<file path="src/rtl/core/lcfd_pkg.sv">
`timescale 1ns / 1ps

package lcfd_pkg;

   localparam int BYTE_W  = 8;
   localparam int KIND_W  = 2;
   localparam int HDR_SUM = 255;

   // result kind codes
   typedef enum logic [KIND_W-1:0] {
      KIND_PAYLOAD = 2'd0,
      KIND_EMPTY   = 2'd1,
      KIND_HDR_ERR = 2'd2
   } kind_type;

   // parser phase, one-hot
   typedef enum logic [5:0] {
      PH_HUNT  = 6'b000001,
      PH_TYPE  = 6'b000010,
      PH_CODE  = 6'b000100,
      PH_LEN   = 6'b001000,
      PH_COMPL = 6'b010000,
      PH_DATA  = 6'b100000
   } phase_type;

   // one result beat as it moves from parser to output buffer
   typedef struct packed {
      kind_type          kind;
      logic [BYTE_W-1:0] frame_type;
      logic [BYTE_W-1:0] frame_code;
      logic [BYTE_W-1:0] payload_byte;
      logic [BYTE_W-1:0] byte_index;
      logic              last_of_frame;
   } rsp_type;

endpackage

</file>
<file path="src/rtl/core/lcfd_parse.sv">
`timescale 1ns / 1ps

module lcfd_parse
   import lcfd_pkg::*;
(
   input  logic              clock,
   input  logic              reset,
   input  logic              item_vld,
   input  logic [BYTE_W-1:0] item_byte,
   input  logic              csr_vld,
   input  logic [BYTE_W-1:0] csr_byte,
   output logic              res_vld,
   output rsp_type           res
);

   phase_type         phase_ff, phase_in;
   logic [BYTE_W-1:0] preamble_ff;
   logic [BYTE_W-1:0] type_ff, type_in;
   logic [BYTE_W-1:0] code_ff, code_in;
   logic [BYTE_W-1:0] len_ff, len_in;
   logic [BYTE_W-1:0] count_ff, count_in;
   logic [BYTE_W:0]   hdr_sum;
   logic [BYTE_W:0]   count_next;
   logic              is_last;

   assign hdr_sum    = {1'b0, len_ff} + {1'b0, item_byte};
   assign count_next = {1'b0, count_ff} + {{BYTE_W{1'b0}}, 1'b1};
   assign is_last    = (count_next == {1'b0, len_ff});

   // per-byte parse decision
   always_comb begin
      phase_in           = phase_ff;
      type_in            = type_ff;
      code_in            = code_ff;
      len_in             = len_ff;
      count_in           = count_ff;
      res_vld            = 1'b0;
      res.kind           = KIND_PAYLOAD;
      res.frame_type     = type_ff;
      res.frame_code     = code_ff;
      res.payload_byte   = '0;
      res.byte_index     = '0;
      res.last_of_frame  = 1'b0;
      unique case (phase_ff)
         PH_TYPE: begin
            type_in  = item_byte;
            phase_in = PH_CODE;
         end
         PH_CODE: begin
            code_in  = item_byte;
            phase_in = PH_LEN;
         end
         PH_LEN: begin
            len_in   = item_byte;
            phase_in = PH_COMPL;
         end
         PH_COMPL: begin
            phase_in = PH_HUNT;
            if (hdr_sum != (BYTE_W+1)'(HDR_SUM)) begin
               res_vld  = 1'b1;
               res.kind = KIND_HDR_ERR;
            end else if (len_ff == '0) begin
               res_vld           = 1'b1;
               res.kind          = KIND_EMPTY;
               res.last_of_frame = 1'b1;
            end else begin
               count_in = '0;
               phase_in = PH_DATA;
            end
         end
         PH_DATA: begin
            res_vld           = 1'b1;
            res.kind          = KIND_PAYLOAD;
            res.payload_byte  = item_byte;
            res.byte_index    = count_ff;
            res.last_of_frame = is_last;
            count_in          = count_next[BYTE_W-1:0];
            if (is_last) begin
               phase_in = PH_HUNT;
            end
         end
         default: begin
            phase_in = (item_byte == preamble_ff) ? PH_TYPE : PH_HUNT;
         end
      endcase
      if (!item_vld) begin
         res_vld = 1'b0;
      end
   end

   // parser state, moves only when a byte is taken
   always_ff @(posedge clock) begin
      if (reset) begin
         phase_ff <= PH_HUNT;
         type_ff  <= '0;
         code_ff  <= '0;
         len_ff   <= '0;
         count_ff <= '0;
      end else if (item_vld) begin
         phase_ff <= phase_in;
         type_ff  <= type_in;
         code_ff  <= code_in;
         len_ff   <= len_in;
         count_ff <= count_in;
      end
   end

   // preamble register
   always_ff @(posedge clock) begin
      if (reset) begin
         preamble_ff <= '0;
      end else if (csr_vld) begin
         preamble_ff <= csr_byte;
      end
   end

   // a header with a good check either ends the frame at once or enters payload
   a_compl_exit: assert property (@(posedge clock) disable iff (reset)
      (item_vld && phase_ff == PH_COMPL && !res_vld) |=> (phase_ff == PH_DATA))
      else $error("good header did not enter payload");

   // the index never runs past the frame length
   a_index_bound: assert property (@(posedge clock) disable iff (reset)
      (phase_ff == PH_DATA) |-> (count_ff < len_ff))
      else $error("payload index beyond frame length");

   // header errors never mark the end of a frame
   a_err_not_last: assert property (@(posedge clock) disable iff (reset)
      (res_vld && res.kind == KIND_HDR_ERR) |-> !res.last_of_frame)
      else $error("header error marked as last");

endmodule

</file>
<file path="src/rtl/core/lcfd_skid.sv">
`timescale 1ns / 1ps

module lcfd_skid
   import lcfd_pkg::*;
(
   input  logic    clock,
   input  logic    reset,
   input  logic    in_vld,
   output logic    in_rdy,
   input  rsp_type in_data,
   output logic    out_vld,
   input  logic    out_rdy,
   output rsp_type out_data
);

   logic    main_vld_ff;
   logic    skid_vld_ff;
   rsp_type main_ff;
   rsp_type skid_ff;
   logic    push;
   logic    main_free;

   assign in_rdy    = !skid_vld_ff;
   assign push      = in_vld && in_rdy;
   assign main_free = !main_vld_ff || out_rdy;
   assign out_vld   = main_vld_ff;
   assign out_data  = main_ff;

   // valid flags
   always_ff @(posedge clock) begin
      if (reset) begin
         main_vld_ff <= 1'b0;
         skid_vld_ff <= 1'b0;
      end else if (main_free) begin
         main_vld_ff <= skid_vld_ff || push;
         skid_vld_ff <= 1'b0;
      end else if (push) begin
         skid_vld_ff <= 1'b1;
      end
   end

   // payload registers
   always_ff @(posedge clock) begin
      if (main_free) begin
         main_ff <= skid_vld_ff ? skid_ff : in_data;
      end else if (push) begin
         skid_ff <= in_data;
      end
   end

   // the skid entry is only used behind a full main entry
   a_skid_behind_main: assert property (@(posedge clock) disable iff (reset)
      skid_vld_ff |-> main_vld_ff)
      else $error("skid entry without main entry");

   // the skid entry fills only while the output stalls
   a_skid_fill: assert property (@(posedge clock) disable iff (reset)
      $rose(skid_vld_ff) |-> $past(main_vld_ff && !out_rdy))
      else $error("skid filled without a stall");

endmodule

</file>
<file path="src/rtl/core/length_checked_frame_deframer_core.sv">
`timescale 1ns / 1ps

// Frame deframer for a received byte stream. Each req beat carries one byte;
// the core hunts for the preamble byte set through the csr channel, reads
// type, code, length and complement bytes, and emits a header-error beat if
// length plus complement is not 255, one empty-frame beat for a zero length,
// or one beat per payload byte tagged with type, code and index, with tlast
// on the final byte. It takes one byte every cycle while the output
// buffer has room; a byte passes the input register, one parse step and
// the output buffer, whose main register offers its result on rsp. The
// two-entry output buffer keeps the input side running while rsp is
// stalled, until both of its entries are full.
module length_checked_frame_deframer_core
   import lcfd_pkg::*;
(
   input  logic        clock,
   input  logic        reset,
   input  logic        req_tvalid,
   output logic        req_tready,
   input  logic [7:0]  req_tdata,   // [7:0] byte_value
   output logic        rsp_tvalid,
   input  logic        rsp_tready,
   output logic [31:0] rsp_tdata,   // [7:0] frame_type, [15:8] frame_code,
                                    // [23:16] payload_byte, [31:24] byte_index
   output logic [1:0]  rsp_tuser,   // [1:0] result_kind
   output logic        rsp_tlast,   // last_of_frame
   input  logic        csr_valid,
   output logic        csr_ready,
   input  logic [7:0]  csr_data     // [7:0] preamble_value
);

   logic              in_vld_ff;
   logic [BYTE_W-1:0] in_byte_ff;
   logic              buf_rdy;
   logic              advance;
   logic              res_vld;
   rsp_type           res;
   rsp_type           out_data;

   assign csr_ready  = 1'b1;
   assign advance    = in_vld_ff && buf_rdy;
   assign req_tready = !in_vld_ff || buf_rdy;

   // input register
   always_ff @(posedge clock) begin
      if (reset) begin
         in_vld_ff <= 1'b0;
      end else if (req_tready) begin
         in_vld_ff <= req_tvalid;
      end
   end

   always_ff @(posedge clock) begin
      if (req_tready && req_tvalid) begin
         in_byte_ff <= req_tdata;
      end
   end

   lcfd_parse u_parse (
      .clock     (clock),
      .reset     (reset),
      .item_vld  (advance),
      .item_byte (in_byte_ff),
      .csr_vld   (csr_valid),
      .csr_byte  (csr_data),
      .res_vld   (res_vld),
      .res       (res)
   );

   lcfd_skid u_skid (
      .clock    (clock),
      .reset    (reset),
      .in_vld   (res_vld),
      .in_rdy   (buf_rdy),
      .in_data  (res),
      .out_vld  (rsp_tvalid),
      .out_rdy  (rsp_tready),
      .out_data (out_data)
   );

   // output packing
   assign rsp_tdata = {out_data.byte_index, out_data.payload_byte,
                       out_data.frame_code, out_data.frame_type};
   assign rsp_tuser = out_data.kind;
   assign rsp_tlast = out_data.last_of_frame;

endmodule

</file>
<file path="config.mk">
export PLATFORM = sky130hd
export DESIGN_NAME = length_checked_frame_deframer_core
export DESIGN_NICKNAME = d
export VERILOG_FILES = /design/src/rtl/core/lcfd_pkg.sv /design/src/rtl/core/lcfd_parse.sv /design/src/rtl/core/lcfd_skid.sv /design/src/rtl/core/length_checked_frame_deframer_core.sv
export SDC_FILE = /design/constraint.sdc
export NUM_CORES = 1
export LEC_CHECK = 0
export ABC_AREA = 1
export BUFFER_PORTS_ARGS = -buffer_cell sky130_fd_sc_hd__buf_4
export CORE_MARGIN = 2
export CORE_UTILIZATION = 45
export CTS_CLUSTER_SIZE = 10
export DETAILED_ROUTE_END_ITERATION = 8
export PLACE_DENSITY = 0.65
export SETUP_SLACK_MARGIN = 0.5
export SYNTH_ARGS = -nofsm -noshare
export SYNTH_HDL_FRONTEND = slang
export SYNTH_HIERARCHICAL = 1
export SYNTH_SLANG_ARGS = --single-unit
</file>
<file path="constraint.sdc">
create_clock -name clock -period 6.6 [get_ports clock]
set_clock_uncertainty 0.05 [all_clocks]
set_input_delay 0.33 -clock clock [delete_from_list [all_inputs] [get_ports clock]]
set_output_delay 0.33 -clock clock [all_outputs]
set_load 0.01 [all_outputs]
</file>
---- Yosys cells after proc, flatten, opt, wreduce, memory -nomap -nowiden ----
Cells that the tools add are included.
word-level totals
  output and inout bits ................... 38
  register bits ........................... 127
  word-level logic and storage cells ...... 73
cells by class
  add/subtract/negate cells ............... 2
  mux-type cells .......................... 19
  eq/ne operators ......................... 11
  reduce and logical (&&, ||, !) cells .... 18
  bitwise operators ....................... 1
operator list
  kind                                                              count
  35-bit 2-to-1 mux                                                 1
  6-bit one-hot mux with 5 select lines                             1
  6-bit 2-to-1 mux                                                  3
  16-bit 2-to-1 mux                                                 1
  8-bit 2-to-1 mux                                                  2
  8-bit one-hot mux with 2 select lines                             1
  2-bit AND reduction                                               5
  8-bit by 1-bit adder with 9-bit output (second input constant)    1
  8-bit by 8-bit adder with 9-bit output                            1
  9-bit by 8-bit == test with 1-bit output                          1
  9-bit by 8-bit != test with 1-bit output (second input constant)  1
  8-bit == test                                                     1
  8-bit zero test                                                   1
  6-bit by 2-bit == test with 1-bit output (second input constant)  1
  6-bit by 3-bit == test with 1-bit output (second input constant)  1
  6-bit by 4-bit == test with 1-bit output (second input constant)  1
  6-bit by 5-bit == test with 1-bit output (second input constant)  1
  6-bit == test (second input constant)                             1
  2-bit 2-to-1 mux                                                  3
  1-bit 2-to-1 mux                                                  5
  2-bit != test (second input constant)                             2
  1-bit one-hot mux with 2 select lines                             2
  4-bit AND reduction                                               1
  1-bit logical AND                                                 3
  6 further kinds                                                   10

---- Longest topological paths before layout ----
Gate-level depths: netlist (run 1).
  depth in word-level cells ............... 7
  depth in mapped cells ................... 17
  gate-level depth less buffers ........... 17

---- Hierarchy ----
Netlist (run 1), hierarchy kept.
by module, submodules not included
  module                              cells each  instances  seq. area each (µm²)  area an instance (µm²)
  lcfd_parse                          421         1          920.9                 2715.1
  lcfd_skid                           195         1          2142.1                2647.5
  length_checked_frame_deframer_core  18          1          260.2                 306.5

---- Worst setup path after synthesis (run 1) ----
No wires, ideal clock.
  path type ............................... reg-to-reg
  start ................................... register in_byte_ff[0]
  end ..................................... register u_skid/skid_ff[0] in the netlist's numbering, enable pin
  stages on the path, launching flop included .. 17
  setup time .............................. 0.427 ns
  arrival time ............................ 3.284 ns
  setup slack ............................. 2.838 ns
  path buffers ............................ 0
  required time ........................... 6.123 ns
  cell sequence ........................... edfxtp_1 -> ha_1 -> inv_1 -> fa_1 -> inv_1 -> nand2_1 -> nand2_1 -> nand3_1 -> nand2_1 -> clkinv_1 -> nand3_1 -> nor2_1 -> nand2_1 -> o21ai_0 -> nor2_1 -> nand2_1 -> nor2_1
on the way
  word-level cells in the longest chain between the ends .. 7
RTL lines
  element                                   RTL line                                  source
  start, declared                           length_checked_frame_deframer_core.sv:33  logic [BYTE_W-1:0] in_byte_ff;
  start signal, assigned                    length_checked_frame_deframer_core.sv:55  in_byte_ff <= req_tdata;
  8-bit by 8-bit adder with 9-bit output    lcfd_parse.sv:26                          assign hdr_sum = {1'b0, len_ff} + {1'b0, item_byte};
  9-bit by 8-bit != test with 1-bit output  lcfd_parse.sv:59                          if (hdr_sum != (BYTE_W+1)'(HDR_SUM)) begin
  1-bit 2-to-1 mux                          lcfd_parse.sv:59
  1-bit one-hot mux with 2 select lines     lcfd_parse.sv:44                          unique case (phase_ff)
  1-bit 2-to-1 mux                          lcfd_parse.sv:86                          if (!item_vld) begin
  named net res_vld                         length_checked_frame_deframer_core.sv:36  logic res_vld;
  1-bit logical AND                         lcfd_skid.sv:24                           assign push = in_vld && in_rdy;
  2-bit AND reduction (no line)             --
  end signal, assigned                      lcfd_skid.sv:47                           skid_ff <= in_data;
  end, declared                             lcfd_skid.sv:19                           rsp_type skid_ff;
The timed path passes the listed nets, and every way through them passes these cells.
A chain may end at the register's enable or synchronous reset.

---- Worst setup path in the final report (run 1) ----
  start ................................... register in_byte_ff[0]
  end ..................................... register u_skid/skid_ff[26] in the netlist's numbering, enable pin
The elaborated chain is that of the path after synthesis.

==> impl_metrics.toml, run 1 <==
[drt]
via_count = 4391
wl_per_cell_um = 13.8
detail-route-antenna-nets = 0
post-route-drc-count = 0
vias_per_cell = 4.98
firstDrtPassIters = 5
wl_met3_um = 651
highest_layer = "met4"
drt_iter0_drc = 392
met1_length_um = 5560
wl_met2_um = 5750
routed_wl_um = 12100

[synthesis]
ys_warn_count = 6
synth_area_um2 = 5670
yosysSeqAreaShare_pct = 58.6
synth_top_area_share_pct = 41.3
synth_area_per_cell_um2 = 8.94
synthTopCellsByArea = "edfxtp_1, dfxtp_1, nand2_1, nor2_1, inv_1"
synth_edf_count = 78
synthesis.nets = 665
syn_inst = 634
synth.distinct_cells = 33
synth_area_leader_cell = "edfxtp_1"
ys_async_sr_fraction_pct = 0
synthFlopType = "edfxtp_1"
ys_ff_latch = 127

[power]
power_density_nw_per_um2 = 274
combPwrFrac_pct = 3.5
switchingPower_uw = 400
clockPowerShare_pct = 50.8
finalPower_mw = 1.87
power_leakage_nw = 3.07
seqPwrFrac_pct = 45.7
p_int_mw = 1.47
ir_worst_vdd_mv = 0.141
p_sw_share_pct = 21.4

[clock_tree]
clk_latency_ns = 0.41
path_clk_slew_ns = 0.06
cts_setup_buffers = 0
clock_path_buffers = 2
cts_tree = "yes"
clkSinkCount = 127
cts_root_buffer = "clkbuf_16"
hold_buffers = 0
cts-resized-gates = 0
cts_max_level = 4
cts_made_buffers = 17

[worst_hold_path]
hp-class = "primary input to register"

[timing]
fin_crit_sh_pct = 45.2
rsz0062_at_grt = "false"
tns_ns = 0
setup_viol = 0
timing.final.max_slew_violations = 0
final.min_clock_period_ns = 2.98
max_freq_ghz = 0.335
worst_slew_pin_slew_ns = 1.05
hold_violations = 0
relSlewSlack_pct = 29.4

[global_routing]
grt_start_max_net_pins = 39
track_usage_pct = 19.2
grt_pass1_vias = 4084
antenna_found_initial = 0
gr-total-overflow = 0
grt_pass1_wl_um = 19800

[die]
io_pins = 59
die_y_um = 116
die_w_um = 116
die_area_um2 = 13500
initial_core_util_pct = 45.5
coreArea_um2 = 12500
row_count = 41

[finish]
drive_gt1_share_pct = 15.4
insertedDiodeCount = 0
num-fill-cells = 1158
syn_to_final_growth_pct = 20.4
final_common_cell = "nand2_1"
multiInputGateArea_um2 = 1980
layout_common_cells = "nand2_1, edfxtp_1, nor2_1"
nNetsFinal = 727
final-seq-area_um2 = 3320

[setup_path]
cp.required_ns = 6.60
worstSetupEndpointType = "register"
crit_arrival_ns = 2.98
start_kind = "register"
crit_fanout = 35
crit_type = "register to register"

[place]
io_buffers = 57
gp_congestion = 0.884
dp.final_hpwl_um = 8380

[run_status]
outcome = "finished, final reports clean"

[job]
max_cap_viol_count = 0
-- state kept, by name, summed over array words and instances, names as in the netlist --
signal               flops
u_skid/out_data         35
u_skid/skid_ff          35
in_byte_ff               8
u_parse/code_ff          8
u_parse/count_ff         8
u_parse/len_ff           8
u_parse/preamble_ff      8
u_parse/type_ff          8
u_parse/phase_ff         6
in_vld_ff                1
u_skid/out_vld           1
u_skid/skid_vld_ff       1
-- cell type report --
class                      instances  area share (%)
clock buffer                      17            6.23
tap                              172            3.15
timing repair buffer              60            6.60
multi-input combinational        425            29.1
sequential                       127            48.7
clock inverter                    15            2.69
inverter                          65            3.57
-- Yosys cell counts, types with 2 or more instances --
cell        n
nand2_1   193
buf_6       5
ha_1        9
buf_4       4
edfxtp_1   78
dfxtp_1    49
buf_2       3
nor2_2      4
nand3_1    31
nand2_2     4
a21oi_2     2
clkbuf_1    4
nor4_1      2
xor2_1      9
o21ai_0    35
clkinv_1    3
a21oi_1    37
nand4_1    11
inv_1      61
nand3_2     3
nor2_1     74
or2_1       2
-- layer usage --
layer,GRT usage [%],vias up
li1,-,2202
met1,25.8,2035
met2,31.2,137
met3,4.26,17
met4,6.27,0
met5,0,-
-- cells by family (layout without fill, tap and decap cells) --
group | after synthesis | count (layout) | share of synthesized area [%]
buffers and inverters | 82 | 157 | 6.42
AOI/OAI and AO/OA | 76 | 76 | 6.93
and+or+nand+nor | 328 | 328 | 24.1
xor gates and xnor gates | 10 | 10 | 1.55
DFF | 127 | 127 | 58.6
adders and majority gates | 10 | 10 | 2.34
other | 1 | 1 | 0.0661
-- per-stage QoR --
step                instances  hold slack [ns]  setup WS, ns  area [um^2]  util (%)
floorplan                 634            0.342          2.84         5670         -
global placement          849            0.384          3.68         6220      49.9
detailed placement        849            0.385          3.64         6220      49.9
CTS                       881           0.0312          3.63         6830      54.8
global route              881           0.0308          3.32         6830      54.8
finish                    881           0.0471          3.62         6830      54.8
-- power by group through the flow --
stage	clock, mW	combinational [mW]	sequential [mW]
2_1_floorplan	0	0.0423	0.870
3_3_place_gp	0	0.0656	0.872
3_5_place_dp	0	0.0659	0.872
4_1_cts	0.966	0.0664	0.855
5_1_grt	1.01	0.0750	0.856
6_report	0.950	0.0661	0.855
-- critical path: stages, from the launching register on --
cell and delay [ns]:
edfxtp_1 0.40, ha_1 0.19, inv_1 0.05, fa_1 0.37, inv_1 0.10, nand2_1 0.07
nand2_1 0.06, nand3_1 0.06, nand2_1 0.07, clkinv_1 0.05, nand3_1 0.07, nor2_1 0.05
nand2_1 0.08, o21ai_0 0.11, nor2_1 0.19, nand2_1 0.09, nor2_2 0.11, buf_4 0.42
-- worst paths after layout --
check | start | end | slack [ns] | depth (start not counted)
min reg2reg | u_parse/code_ff[6] | u_skid/skid_ff[23] | 0.40 | 0
max reg2reg | in_byte_ff[0] | u_skid/skid_ff[26] | 3.62 | 17
min | req_tdata[4] | in_byte_ff[4] | 0.05 | 1
max | in_byte_ff[0] | u_skid/skid_ff[26] | 3.62 | 17
(Power assumes the default switching activity.)
==> run 2: changes to the inputs <==
Settings changed: PLACE_DENSITY 0.65 to 0.67.
Clock period 6.6 ns to 2.71 ns, I/O delays scaled along.
==> impl_metrics.toml, run 2 (synthesized netlist as in run 1, its figures left out) <==
[timing]
setup_viol = 0
timing.final.ws_setup_ns = 0.0842
fin_crit_sh_pct = 96.9
worst_slew_pin_slew_ns = 0.525
max_freq_ghz = 0.381
hold_violations = 0
relSlewSlack_pct = 65.0
tns_ns = 0
timing.final.max_slew_violations = 0
rsz0062_at_grt = "true"
final.min_clock_period_ns = 2.63

[die]
die_y_um = 116
coreArea_um2 = 12500
die_w_um = 116
initial_core_util_pct = 45.5
row_count = 41
die_area_um2 = 13500
io_pins = 59

[finish]
insertedDiodeCount = 0
multiInputGateArea_um2 = 2080
utilization_pct = 59.8
finalInstanceArea_um2 = 7450
final-seq-area_um2 = 3330
layout_common_cells = "nand2_1, buf_4, edfxtp_1"
drive_gt1_share_pct = 21.9
final_common_cell = "nand2_1"
num-fill-cells = 1050
syn_to_final_growth_pct = 31.5
nNetsFinal = 791

[global_routing]
grt_start_max_net_pins = 38
track_usage_pct = 20.8
gr-total-overflow = 0
grt_pass1_wl_um = 21400
grt_pass1_vias = 4452
antenna_found_initial = 0

[setup_path]
start_kind = "register"
slowest_stage = "fa_2"
cp.required_ns = 2.84
worstSetupEndpointType = "register"
path_delay_family = "simple AND/OR/NAND/NOR gates"
crit_type = "register to register"
max_stage_delay_ns = 0.42
crit_fanout = 8
worstPathCellList = "ha_2, inv_2, fa_2, nand3b_1, nor2_1, nand2_1, nor2_1, nand2_1, nor2_2, nand2_2, o21ai_4, nor2_2, nand2_2, nor2_4, clkbuf_16"
cp.buffers_inverters = 2
crit_arrival_ns = 2.76

[clock_tree]
cts_made_buffers = 17
cts_root_buffer = "clkbuf_16"
clk_latency_ns = 0.42
path_clk_slew_ns = 0.06
clock_path_buffers = 2
cts_max_level = 4
cts_tree = "yes"
clkSinkCount = 127

[power]
ir_worst_vdd_mv = 0.368
power_density_nw_per_um2 = 596
power_leakage_nw = 3.36
finalPower_mw = 4.44

[place]
io_buffers = 57
post-place-ws_ns = -0.464
dp.final_hpwl_um = 8440
gp_congestion = 0.901
dpl_cell_area_um2 = 6420

[drt]
firstDrtPassIters = 6
via_count = 4616
post-route-drc-count = 0
wl_per_cell_um = 13.7
vias_per_cell = 4.88
detail-route-antenna-nets = 0
routed_wl_um = 12900
drt_iter0_drc = 319

[run_status]
outcome = "finished, final reports clean"

[job]
max_cap_viol_count = 0

[worst_hold_path]
hp-class = "primary input to register"
[run 2: layout make-up]
| class | instances | share of cell area (%) |
|---|---|---|
| clock buffers | 17 | 5.71 |
| clock inverters | 15 | 1.81 |
| inverters | 65 | 3.27 |
| multi-input cells | 427 | 27.9 |
| flip-flops and latches | 127 | 44.6 |
| well taps | 172 | 2.89 |
| repair buffers | 122 | 13.8 |
[run 2: report_power, final]
part / leakage (nW) / total, mW / switching [mW] / internal, mW
Sequential: 1.19 / 2.08 / 0.0171 / 2.06
Combinational: 1.89 / 0.234 / 0.120 / 0.114
Clock: 0.270 / 2.13 / 0.861 / 1.27
[run 2: final timing paths]
path / slack [ns] / startpoint / to / depth (start not counted)
max: 0.08 / in_byte_ff[0] / u_skid/skid_ff[5] / 15
min: 0.39 / req_tdata[0] / in_byte_ff[0] / 2
max reg2reg: 0.08 / in_byte_ff[0] / u_skid/skid_ff[5] / 15
min reg2reg: 0.41 / u_parse/code_ff[7] / u_skid/skid_ff[24] / 0
[run 2: per-layer routing]
layer | GRT usage (%) | share of wire, % | up-vias
li1 | - | - | 2330
met1 | 27.0 | 45 | 2145
met2 | 33.7 | 49 | 123
met3 | 5.19 | 4.6 | 18
met4 | 7.94 | 1.4 | 0
met5 | 0 | 0 | -
[run 2: stage by stage]
stage	std cells	hold WS [ns]
CTS	942	0.356
detailed placement	875	0.265
floorplan	634	0.148
finish	945	0.385
global route	945	0.375
global placement	875	0.264
[run 2: timing repair]
item                                    CTS  global route
cloned                                    2             1
buffers inserted                          5             2
pin swaps                                 3             3
endpoints found under the setup margin   53            56
hold endpoints to repair                 28             0
resized for setup                        10            15
hold buffers                             28             0
